**config.mk**
```make
export PLATFORM = sky130hd
export DESIGN_NAME = period_to_mix_step_flat
export DESIGN_NICKNAME = d
export VERILOG_FILES = /design/src/hw/rtl/pms_pkg.sv /design/src/hw/rtl/pms_if.sv /design/src/hw/rtl/period_to_mix_step.sv /design/src/hw/rtl/pms_clamp.sv /design/src/hw/rtl/pms_div.sv /design/src/flat_wrapper.sv
export SDC_FILE = /design/constraint.sdc
export NUM_CORES = 2
export LEC_CHECK = 0
export ABC_AREA = 1
export BUFFER_PORTS_ARGS = -buffer_cell sky130_fd_sc_hd__clkbuf_2
export CAP_MARGIN = 20
export CORE_UTILIZATION = 55
export CTS_BUF_LIST = sky130_fd_sc_hd__clkbuf_8
export DETAILED_ROUTE_END_ITERATION = 8
export GPL_TIMING_DRIVEN = 0
export PLACE_DENSITY = 0.75
export SETUP_SLACK_MARGIN = 0.5
export SLEW_MARGIN = 10
export SYNTH_ARGS = -nofsm -noshare
export SYNTH_HDL_FRONTEND = slang
export SYNTH_SLANG_ARGS = --single-unit
```
**constraint.sdc**
```tcl
create_clock -name clk -period 9.2 [get_ports clk]
set_clock_uncertainty 0.2 [all_clocks]
set_input_delay 0.92 -clock clk [delete_from_list [all_inputs] [get_ports clk]]
set_output_delay 0.92 -clock clk [all_outputs]
set_load 0.005 [all_outputs]
```
**src/hw/rtl/pms_pkg.sv**
```systemverilog
// pms_pkg: shared widths, register indexes, reset values and payload types
// for the period to mix step converter
// no dependencies
package pms_pkg;

  // field widths
  localparam int PERIOD_W  = 16;
  localparam int LIM_W     = 15;
  localparam int RATE_W    = 16;
  localparam int HZ_W      = 24;
  localparam int STEP_W    = 32;
  localparam int FRAC_W    = 16;
  localparam int CFG_W     = 16;
  localparam int CFG_IDX_W = 2;

  // reference clock divided by the period gives the note frequency
  localparam logic [HZ_W-1:0] FREQ_CLOCK = HZ_W'(14317056);

  // configuration register indexes
  localparam logic [CFG_IDX_W-1:0] REG_LIMITS   = 2'd0;
  localparam logic [CFG_IDX_W-1:0] REG_PER_MIN  = 2'd1;
  localparam logic [CFG_IDX_W-1:0] REG_PER_MAX  = 2'd2;
  localparam logic [CFG_IDX_W-1:0] REG_MIX_RATE = 2'd3;

  // configuration reset values
  localparam logic [LIM_W-1:0]  RST_PER_MIN  = LIM_W'(64);
  localparam logic [LIM_W-1:0]  RST_PER_MAX  = LIM_W'(32767);
  localparam logic [RATE_W-1:0] RST_MIX_RATE = RATE_W'(43478);

  // configuration as seen by the datapath
  typedef struct packed {
    logic              limits;
    logic [LIM_W-1:0]  period_min;
    logic [LIM_W-1:0]  period_max;
    logic [RATE_W-1:0] mix_rate;
  } cfg_t;

  // values carried alongside the frequency division
  typedef struct packed {
    logic [PERIOD_W-1:0] cur_out;
    logic [PERIOD_W-1:0] orig_out;
    logic                silent;
  } side1_t;

  // values carried alongside the step division
  typedef struct packed {
    side1_t          s1;
    logic [HZ_W-1:0] hz;
  } side2_t;

endpackage

```
**src/hw/rtl/pms_if.sv**
```systemverilog
// pms_in_if / pms_out_if: valid-ready channels of the period to mix step converter
// depends on pms_pkg for field widths
interface pms_in_if;
  logic                          valid;
  logic                          ready;
  logic [pms_pkg::PERIOD_W-1:0]  cur_period;
  logic [pms_pkg::PERIOD_W-1:0]  orig_period;

  modport source (output valid, output cur_period, output orig_period, input ready);
  modport sink   (input valid, input cur_period, input orig_period, output ready);
endinterface

interface pms_out_if;
  logic                          valid;
  logic                          ready;
  logic [pms_pkg::PERIOD_W-1:0]  cur_period_out;
  logic [pms_pkg::PERIOD_W-1:0]  orig_period_out;
  logic [pms_pkg::STEP_W-1:0]    mix_step;
  logic [pms_pkg::HZ_W-1:0]      freq_value;
  logic                          silent;

  modport source (output valid, output cur_period_out, output orig_period_out,
                  output mix_step, output freq_value, output silent, input ready);
  modport sink   (input valid, input cur_period_out, input orig_period_out,
                  input mix_step, input freq_value, input silent, output ready);
endinterface

```
**src/hw/rtl/period_to_mix_step.sv**
```systemverilog
// period_to_mix_step: note period to frequency and 16.16 mixing step
// stages in order are the clamp stage, the frequency divider, the step divider and the output register
// throughput one word per cycle while the output is not stalled, set by the clamp stage and two pipelined dividers
// while a full output register is stalled, earlier stages keep taking words until the pipeline fills
// synchronous reset clears all valid bits and loads register defaults
module period_to_mix_step #(
  parameter int DIV1_BITS = 3,
  parameter int DIV2_BITS = 4
) (
  input  logic                            clk,
  input  logic                            rst,
  input  logic                            cfg_we,
  input  logic [pms_pkg::CFG_IDX_W-1:0]   cfg_index,
  input  logic [pms_pkg::CFG_W-1:0]       cfg_data,
  pms_in_if.sink                          period,
  pms_out_if.source                       step
);
  import pms_pkg::*;

  localparam int DIV2_DW = HZ_W + FRAC_W;

  cfg_t cfg;

  logic             c_valid;
  logic             c_ready;
  side1_t           c_side;
  logic [LIM_W-1:0] c_divisor;

  logic                d1_valid;
  logic                d1_ready;
  logic [HZ_W-1:0]     d1_quot;
  logic [$bits(side1_t)-1:0] d1_side_raw;
  side1_t              d1_side;
  side2_t              d2_side_in;

  logic                 d2_valid;
  logic                 d2_ready;
  logic [DIV2_DW-1:0]   d2_quot;
  logic [$bits(side2_t)-1:0] d2_side_raw;
  side2_t               d2_side;

  logic out_valid;

  // configuration registers
  always_ff @(posedge clk) begin
    if (rst) begin
      cfg.limits     <= 1'b0;
      cfg.period_min <= RST_PER_MIN;
      cfg.period_max <= RST_PER_MAX;
      cfg.mix_rate   <= RST_MIX_RATE;
    end else if (cfg_we) begin
      case (cfg_index)
        REG_LIMITS:   cfg.limits     <= cfg_data[0];
        REG_PER_MIN:  cfg.period_min <= cfg_data[LIM_W-1:0];
        REG_PER_MAX:  cfg.period_max <= cfg_data[LIM_W-1:0];
        REG_MIX_RATE: cfg.mix_rate   <= cfg_data[RATE_W-1:0];
        default: ;
      endcase
    end
  end

  // clamp stage
  pms_clamp u_clamp (
    .clk         (clk),
    .rst         (rst),
    .cfg         (cfg),
    .period      (period),
    .out_valid   (c_valid),
    .out_ready   (c_ready),
    .out_side    (c_side),
    .out_divisor (c_divisor)
  );

  // frequency = clock / period
  pms_div #(
    .DW  (HZ_W),
    .RW  (LIM_W),
    .BPS (DIV1_BITS),
    .SW  ($bits(side1_t))
  ) u_div_freq (
    .clk         (clk),
    .rst         (rst),
    .in_valid    (c_valid),
    .in_ready    (c_ready),
    .in_dividend (FREQ_CLOCK),
    .in_divisor  (c_divisor),
    .in_side     (c_side),
    .out_valid   (d1_valid),
    .out_ready   (d1_ready),
    .out_quot    (d1_quot),
    .out_side    (d1_side_raw)
  );

  assign d1_side       = side1_t'(d1_side_raw);
  assign d2_side_in.s1 = d1_side;
  assign d2_side_in.hz = d1_quot;

  // step = frequency * 65536 / mix rate, a zero rate gives all ones
  pms_div #(
    .DW  (DIV2_DW),
    .RW  (RATE_W),
    .BPS (DIV2_BITS),
    .SW  ($bits(side2_t))
  ) u_div_step (
    .clk         (clk),
    .rst         (rst),
    .in_valid    (d1_valid),
    .in_ready    (d1_ready),
    .in_dividend ({d1_quot, FRAC_W'(0)}),
    .in_divisor  (cfg.mix_rate),
    .in_side     (d2_side_in),
    .out_valid   (d2_valid),
    .out_ready   (d2_ready),
    .out_quot    (d2_quot),
    .out_side    (d2_side_raw)
  );

  assign d2_side = side2_t'(d2_side_raw);

  // output register, silence forces frequency and step to zero
  assign d2_ready = !out_valid || step.ready;

  always_ff @(posedge clk) begin
    if (rst) begin
      out_valid <= 1'b0;
    end else if (d2_ready) begin
      out_valid <= d2_valid;
    end
  end

  always_ff @(posedge clk) begin
    if (d2_ready && d2_valid) begin
      step.cur_period_out  <= d2_side.s1.cur_out;
      step.orig_period_out <= d2_side.s1.orig_out;
      step.silent          <= d2_side.s1.silent;
      step.freq_value      <= d2_side.s1.silent ? '0 : d2_side.hz;
      step.mix_step        <= d2_side.s1.silent ? '0 : d2_quot[STEP_W-1:0];
    end
  end

  assign step.valid = out_valid;

endmodule

```
**src/hw/rtl/pms_clamp.sv**
```systemverilog
// pms_clamp: first pipeline stage, clamps the periods and picks the divisor
// depends on pms_pkg and pms_in_if
module pms_clamp (
  input  logic                        clk,
  input  logic                        rst,
  input  pms_pkg::cfg_t               cfg,
  pms_in_if.sink                      period,
  output logic                        out_valid,
  input  logic                        out_ready,
  output pms_pkg::side1_t             out_side,
  output logic [pms_pkg::LIM_W-1:0]   out_divisor
);
  import pms_pkg::*;

  logic [PERIOD_W-1:0] max_ext;
  logic [PERIOD_W-1:0] min_ext;
  logic [PERIOD_W-1:0] orig_c;
  logic [PERIOD_W-1:0] cur_c;
  logic [PERIOD_W-1:0] eff;
  logic                silent_c;
  logic                valid;
  logic                rdy;

  assign max_ext = PERIOD_W'(cfg.period_max);
  assign min_ext = PERIOD_W'(cfg.period_min);

  // clamp original period when limits are on, cap the effective period, then raise it unless zero
  always_comb begin
    orig_c = period.orig_period;
    if (cfg.limits) begin
      if (orig_c > max_ext) orig_c = max_ext;
      if (orig_c < min_ext) orig_c = min_ext;
    end
    eff   = period.cur_period;
    cur_c = period.cur_period;
    if (eff > max_ext) begin
      eff = max_ext;
      if (cfg.limits) cur_c = eff;
    end
    silent_c = (eff == '0);
    if (!silent_c && (eff < min_ext)) begin
      eff = min_ext;
      if (cfg.limits) cur_c = eff;
    end
  end

  // stage moves when empty or when the next stage takes its word
  assign rdy          = !valid || out_ready;
  assign period.ready = rdy;

  always_ff @(posedge clk) begin
    if (rst) begin
      valid <= 1'b0;
    end else if (rdy) begin
      valid <= period.valid;
    end
  end

  always_ff @(posedge clk) begin
    if (rdy && period.valid) begin
      out_side.cur_out  <= cur_c;
      out_side.orig_out <= orig_c;
      out_side.silent   <= silent_c;
      out_divisor       <= eff[LIM_W-1:0];
    end
  end

  assign out_valid = valid;

endmodule

```
**src/hw/rtl/pms_div.sv**
```systemverilog
// pms_div: pipelined restoring divider, up to BPS quotient bits per stage,
// with a sideband that travels with each word; depends on pms_pkg
module pms_div #(
  parameter int DW  = 24,
  parameter int RW  = 15,
  parameter int BPS = 3,
  parameter int SW  = 8
) (
  input  logic          clk,
  input  logic          rst,
  input  logic          in_valid,
  output logic          in_ready,
  input  logic [DW-1:0] in_dividend,
  input  logic [RW-1:0] in_divisor,
  input  logic [SW-1:0] in_side,
  output logic          out_valid,
  input  logic          out_ready,
  output logic [DW-1:0] out_quot,
  output logic [SW-1:0] out_side
);
  import pms_pkg::*;

  localparam int NST = (DW + BPS - 1) / BPS;

  logic [NST-1:0]         v;
  logic [NST:0]           mv;
  logic [NST-1:0][RW-1:0] rem;
  logic [NST-1:0][DW-1:0] dq;
  logic [NST-1:0][RW-1:0] dv;
  logic [NST-1:0][SW-1:0] sd;

  // a stage moves when empty or when the stage after it moves
  assign mv[NST] = out_ready;

  for (genvar s = 0; s < NST; s++) begin : g_stage
    logic          src_v;
    logic [RW-1:0] src_rem;
    logic [DW-1:0] src_dq;
    logic [RW-1:0] src_dv;
    logic [SW-1:0] src_sd;
    logic [RW-1:0] r;
    logic [DW-1:0] q;
    logic [RW:0]   t;

    assign mv[s] = !v[s] || mv[s+1];

    if (s == 0) begin : g_first
      assign src_v   = in_valid;
      assign src_rem = '0;
      assign src_dq  = in_dividend;
      assign src_dv  = in_divisor;
      assign src_sd  = in_side;
    end else begin : g_next
      assign src_v   = v[s-1];
      assign src_rem = rem[s-1];
      assign src_dq  = dq[s-1];
      assign src_dv  = dv[s-1];
      assign src_sd  = sd[s-1];
    end

    // shift in one dividend bit, subtract when it fits, per quotient bit
    always_comb begin
      r = src_rem;
      q = src_dq;
      t = '0;
      for (int k = 0; k < BPS; k++) begin
        if (s * BPS + k < DW) begin
          t = {r, q[DW-1]};
          if (t >= {1'b0, src_dv}) begin
            t = t - {1'b0, src_dv};
            r = t[RW-1:0];
            q = {q[DW-2:0], 1'b1};
          end else begin
            r = t[RW-1:0];
            q = {q[DW-2:0], 1'b0};
          end
        end
      end
    end

    always_ff @(posedge clk) begin
      if (rst) begin
        v[s] <= 1'b0;
      end else if (mv[s]) begin
        v[s] <= src_v;
      end
    end

    always_ff @(posedge clk) begin
      if (mv[s] && src_v) begin
        rem[s] <= r;
        dq[s]  <= q;
        dv[s]  <= src_dv;
        sd[s]  <= src_sd;
      end
    end
  end

  assign in_ready  = mv[0];
  assign out_valid = v[NST-1];
  assign out_quot  = dq[NST-1];
  assign out_side  = sd[NST-1];

endmodule
```
**src/flat_wrapper.sv**
```systemverilog
// flat-port wrapper written by rule: the top's interface ports become plain ports
module period_to_mix_step_flat import pms_pkg::*;
#(
  parameter int DIV1_BITS = 3,
  parameter int DIV2_BITS = 4
)
  (clk, rst, cfg_we, cfg_index, cfg_data, period_valid, period_cur_period, period_orig_period, period_ready, step_valid, step_cur_period_out, step_orig_period_out, step_mix_step, step_freq_value, step_silent, step_ready);
  pms_in_if period_i ();
  pms_out_if step_i ();
  input  logic clk;
  input  logic rst;
  input  logic cfg_we;
  input  logic [pms_pkg::CFG_IDX_W-1:0] cfg_index;
  input  logic [pms_pkg::CFG_W-1:0] cfg_data;
  input wire logic [$bits(period_i.valid)-1:0] period_valid;
  input wire logic [$bits(period_i.cur_period)-1:0] period_cur_period;
  input wire logic [$bits(period_i.orig_period)-1:0] period_orig_period;
  output wire logic [$bits(period_i.ready)-1:0] period_ready;
  output wire logic [$bits(step_i.valid)-1:0] step_valid;
  output wire logic [$bits(step_i.cur_period_out)-1:0] step_cur_period_out;
  output wire logic [$bits(step_i.orig_period_out)-1:0] step_orig_period_out;
  output wire logic [$bits(step_i.mix_step)-1:0] step_mix_step;
  output wire logic [$bits(step_i.freq_value)-1:0] step_freq_value;
  output wire logic [$bits(step_i.silent)-1:0] step_silent;
  input wire logic [$bits(step_i.ready)-1:0] step_ready;
  assign period_i.valid = period_valid;
  assign period_i.cur_period = period_cur_period;
  assign period_i.orig_period = period_orig_period;
  assign period_ready = period_i.ready;
  assign step_valid = step_i.valid;
  assign step_cur_period_out = step_i.cur_period_out;
  assign step_orig_period_out = step_i.orig_period_out;
  assign step_mix_step = step_i.mix_step;
  assign step_freq_value = step_i.freq_value;
  assign step_silent = step_i.silent;
  assign step_i.ready = step_ready;
  period_to_mix_step #(.DIV1_BITS(DIV1_BITS), .DIV2_BITS(DIV2_BITS)) u_core (.clk(clk), .rst(rst), .cfg_we(cfg_we), .cfg_index(cfg_index), .cfg_data(cfg_data), .period(period_i), .step(step_i));
endmodule
```
==> results.py <==
metrics = {
    "outcome": {
        "status": "finished, final reports clean",
    },
    "pwr": {
        "ir_worst_vdd_v": 0.0002033,
        "power.leakage_uw": 0.05480,
        "powerDensity_nw_per_um2": 170.2,
        "p_total_uw": 21680,
    },
    "setup_path": {
        "r2r_start": "u_core.u_div_step.g_stage[5].src_dv[1]",
        "critPathCaptureType": "flip-flop",
        "critPathKind": "reg2reg",
        "start_kind": "flip-flop",
        "r2r_cells": 47,
        "worstPathRequired_ns": 9.74,
        "critPathMostFrequentCell": "nand2_1",
        "r2r_end": "u_core.u_div_step.g_stage[6].src_rem[12]",
        "cp.arrival_ns": 8.90,
        "cp_slowest_stage_delay_ns": 0.48,
        "crit_slowest_cell": "edfxtp_1",
        "crit_fanout": 10,
        "r2r_slack_ns": 0.84,
    },
    "yosys": {
        "syn_area_um2": 111900,
        "syn_inst": 12070,
        "synthMuxAreaShare_pct": 0,
        "synth_edf_count": 1721,
        "synth_top_family_by_area": "simple AND/OR/NAND/NOR gates",
        "synth-compound-area-share_pct": 11.23,
        "ys_ff_latch": 1788,
        "avgSynthCellArea_um2": 9.278,
        "async_flop_share_pct": 0,
        "synth_xor_area_share_pct": 5.571,
        "yosysWarnings": 0,
        "synth-simple-area-share_pct": 18.45,
        "synth_ff_type": "edfxtp_1",
        "yosysUniqueCellTypes": 78,
        "synthAdderAreaFrac_pct": 11.87,
        "ys_seq_area_share_pct": 47.37,
    },
    "route": {
        "viasPerCell": 5.609,
        "totalWireLength_um": 300200,
        "dr.first_iter.drc_count": 6930,
        "dr_total_vias": 88260,
        "wire_per_inst_um": 19.08,
        "first_pass_iters": 6,
        "ant_nets": 0,
        "drc": 0,
    },
    "die": {
        "start_util_pct": 55.38,
        "num_rows": 165,
        "die_area_um2": 205300,
        "core_um2": 202100,
        "die_h_um": 453.1,
        "io_pins": 146,
        "fp.dieW_um": 453.1,
    },
    "timing": {
        "hold_viol": 0,
        "max_slew_margin_pct": 30.81,
        "fin_crit_sh_pct": 90.91,
        "clock.fmax_ghz": 0.1196,
        "min_period_ns": 8.364,
        "rsz0062_at_grt": "true",
        "tightest_slew_ns": 1.038,
        "slew_violations": 0,
        "fin_setup_tns_ns": 0,
        "timing.hold.ws_ns": 0.1472,
        "setup_viol": 0,
    },
    "global_route": {
        "grtUsageTotal_pct": 28.53,
        "grt_antenna_before_repair": 5,
        "grt_max_degree": 74,
        "overflow": 0,
        "grt_pass1_vias": 85200,
        "grt_pass1_wl_um": 460300,
    },
    "min_path": {
        "hold_end": "u_core.u_div_freq.out_quot[20]",
        "hp-start": "u_core.u_div_freq.g_stage[7].src_dq[17]",
        "min_path_type": "reg2reg",
        "hold_depth": 0,
    },
    "clock_tree": {
        "clk_pin_slew_ns": 0.06,
        "cts_sinks": 1788,
        "cts_buffers": 303,
        "clk_latency_ns": 1.04,
        "cts_tree": "yes",
        "clockRootBuffer": "clkbuf_8",
        "cts_buffer_depth": 4,
        "htreeDepth": 5,
    },
    "place": {
        "place_area_um2": 117200,
        "gp_congestion": 1.001,
        "dp_hpwl_um": 231200,
        "numPortBuffers": 145,
    },
    "cells_and_area": {
        "nNetsFinal": 13950,
        "syn_to_final_growth_pct": 13.78,
        "design_area_um2": 127400,
        "drive_gt1_share_pct": 13.55,
    },
    "run": {
        "drv_cap": 0,
    },
}
cell usage after synthesis (all sizes together), types with 2 or more instances:
master | count | area, um^2
inv | 1303 | 4908
o2111ai | 23 | 201.4
ha | 998 | 12490
clkbuf | 68 | 266.5
a31o | 13 | 113.9
a211oi | 31 | 280.3
or2 | 70 | 437.9
o21bai | 47 | 352.8
a21o | 68 | 510.5
nor4 | 36 | 255.2
dfxtp | 67 | 1341
o221ai | 9 | 78.83
a41oi | 5 | 43.79
a21oi | 932 | 4762
o21ai | 880 | 4588
o41ai | 5 | 43.79
o211ai | 30 | 235.2
o21a | 30 | 225.2
a221oi | 13 | 113.9
a21boi | 54 | 409.1
edfxtp | 1721 | 51680
clkinv | 4 | 15.01
fa | 40 | 800.8
xnor2 | 293 | 2566
buf | 134 | 978.4
o31ai | 17 | 132.6
nor3 | 102 | 540.5
nor2 | 654 | 2690
nand3 | 660 | 3593
nand3b | 26 | 207.7
xor2 | 419 | 3670
nor3b | 2 | 20.02
and2 | 24 | 150.1
and3 | 2 | 12.51
a31oi | 71 | 444.2
nand4 | 151 | 993.5
nand2 | 3057 | 11740
report_power, final:
group,leakage [uW],internal [uW],switching (uW)
registers,0.0161,9220,86.4
logic,0.0356,2090,3570
clock network,0.00309,3590,3120
total,0.0548,14900,6780
critical path, delay by kind of cell (launching register included):
| kind | cells | cell delay [ns] |
|---|---|---|
| adders and majority gates | 4 | 1.26 |
| DFF | 1 | 0.48 |
| and+or+nand+nor | 25 | 2.97 |
| AOI/OAI and AO/OA | 11 | 2.05 |
| buffers and inverters | 7 | 1.21 |
logic make-up after synthesis:
group	Yosys count
and+or+nand+nor	4786
AOI/OAI and AO/OA	2231
DFF	1788
buffers and inverters	1509
adders and majority gates	1038
xor gates and xnor gates	712
other	1
cells in the final DEF, fill, tap and decap left out, types with 33 or more instances in the layout:
cell / instances
nand2_1: 2966
edfxtp_1: 1721
inv_1: 1210
ha_1: 901
a21oi_1: 839
o21ai_0: 622
nand3_1: 604
nor2_1: 598
xor2_1: 419
clkbuf_8: 309
xnor2_1: 292
buf_4: 279
o21ai_1: 154
clkbuf_2: 151
nand4_1: 146
inv_2: 104
o21ai_2: 96
nor3_1: 89
a21oi_2: 88
ha_4: 71
a21o_1: 68
nand2_2: 68
clkinv_1: 68
dfxtp_1: 65
a31oi_1: 62
or2_2: 61
clkbuf_1: 59
buf_6: 52
nand3_2: 49
o21bai_1: 47
buf_2: 40
fa_1: 40
dlygate4sd3_1: 37
inv_4: 33
clkinvlp_4: 33
layout make-up:
| cell class | instances | area, um^2 |
|---|---|---|
| Clock inverter | 202 | 1331 |
| Multi-Input combinational cell | 8773 | 54870 |
| Tap cell | 2672 | 3343 |
| Fill cell | 16390 | 74750 |
| Timing Repair Buffer | 479 | 4033 |
| Buffer | 202 | 1425 |
| Sequential cell | 1788 | 53020 |
| Clock buffer | 308 | 4239 |
| Antenna cell | 3 | 7.507 |
| Inverter | 1307 | 5097 |
routing by layer:
layer	routed length (um)	vias to the layer above	track usage [%]
met1	125900	41380	36.25
li1	-	43350	-
met3	16790	717	3.741
met2	142500	2808	48.13
met5	35	-	0
met4	14970	6	13.62
what timing repair did:
action,CTS,global route
endpoints found under the hold margin,44,0
setup endpoints to repair,152,152
resized for setup,222,428
hold buffers,37,0
gates cloned,0,1
buffers inserted,102,150
pin swaps,37,108
through the flow:
step | worst slack [ns] | cells | util, %
2_1_floorplan | 1.341 | 12070 | -
3_3_place_gp | -2.096 | 14890 | 57.41
3_5_place_dp | -0.7110 | 14930 | 57.97
4_1_cts | 0.4986 | 15580 | 61.57
5_1_grt | 0.3772 | 15730 | 63.01
6_report | 0.8360 | 15730 | 63.02
sequential cells by signal, summed over array words and instances (netlist names), 15 cells and up:
| signal | count |
|---|---|
| u_core.step.cur_period_out | 16 |
| u_core.u_div_step.out_quot | 32 |
| u_core.step.mix_step | 32 |
| u_core.u_div_freq.out_quot | 24 |
| u_core.u_div_step.g_stage.src_dq | 112 |
| u_core.u_div_freq.g_stage.src_rem | 105 |
| u_core.u_clamp.out_side | 33 |
| u_core.u_div_step.out_side | 57 |
| u_core.u_div_step.g_stage.src_dv | 144 |
| u_core.u_div_freq.g_stage.src_dv | 105 |
| u_core.cfg | 47 |
| u_core.u_div_freq.out_side | 33 |
| u_core.u_div_step.g_stage.src_rem | 144 |
| u_core.u_div_step.g_stage.src_sd | 513 |
| u_core.step.orig_period_out | 16 |
| u_core.u_div_freq.g_stage.src_sd | 231 |
| u_core.step.freq_value | 24 |
| u_core.u_clamp.out_divisor | 15 |
| u_core.u_div_freq.g_stage.src_dq | 84 |
worst max path at each step:
stage,from,slack (ns),endpoint,cells past startpoint
3_5_place_dp,u_core.u_div_step.g_stage[2].src_dv[8],-0.71,u_core.u_div_step.g_stage[3].src_rem[9],50
5_1_grt,u_core.u_div_step.g_stage[8].src_dv[11],0.38,u_core.u_div_step.g_stage[9].src_rem[0],55
6_report,u_core.u_div_step.g_stage[5].src_dv[1],0.84,u_core.u_div_step.g_stage[6].src_rem[12],47
3_3_place_gp,step_ready,-2.10,u_core.u_div_step.g_stage[7].src_dq[1],7
4_1_cts,u_core.u_div_step.g_stage[2].src_dv[12],0.50,u_core.u_div_step.g_stage[3].src_rem[9],51
2_1_floorplan,u_core.u_div_step.g_stage[2].src_dv[1],1.34,u_core.u_div_step.g_stage[3].src_rem[7],51
No activity file was read; power rests on OpenSTA's default activity.
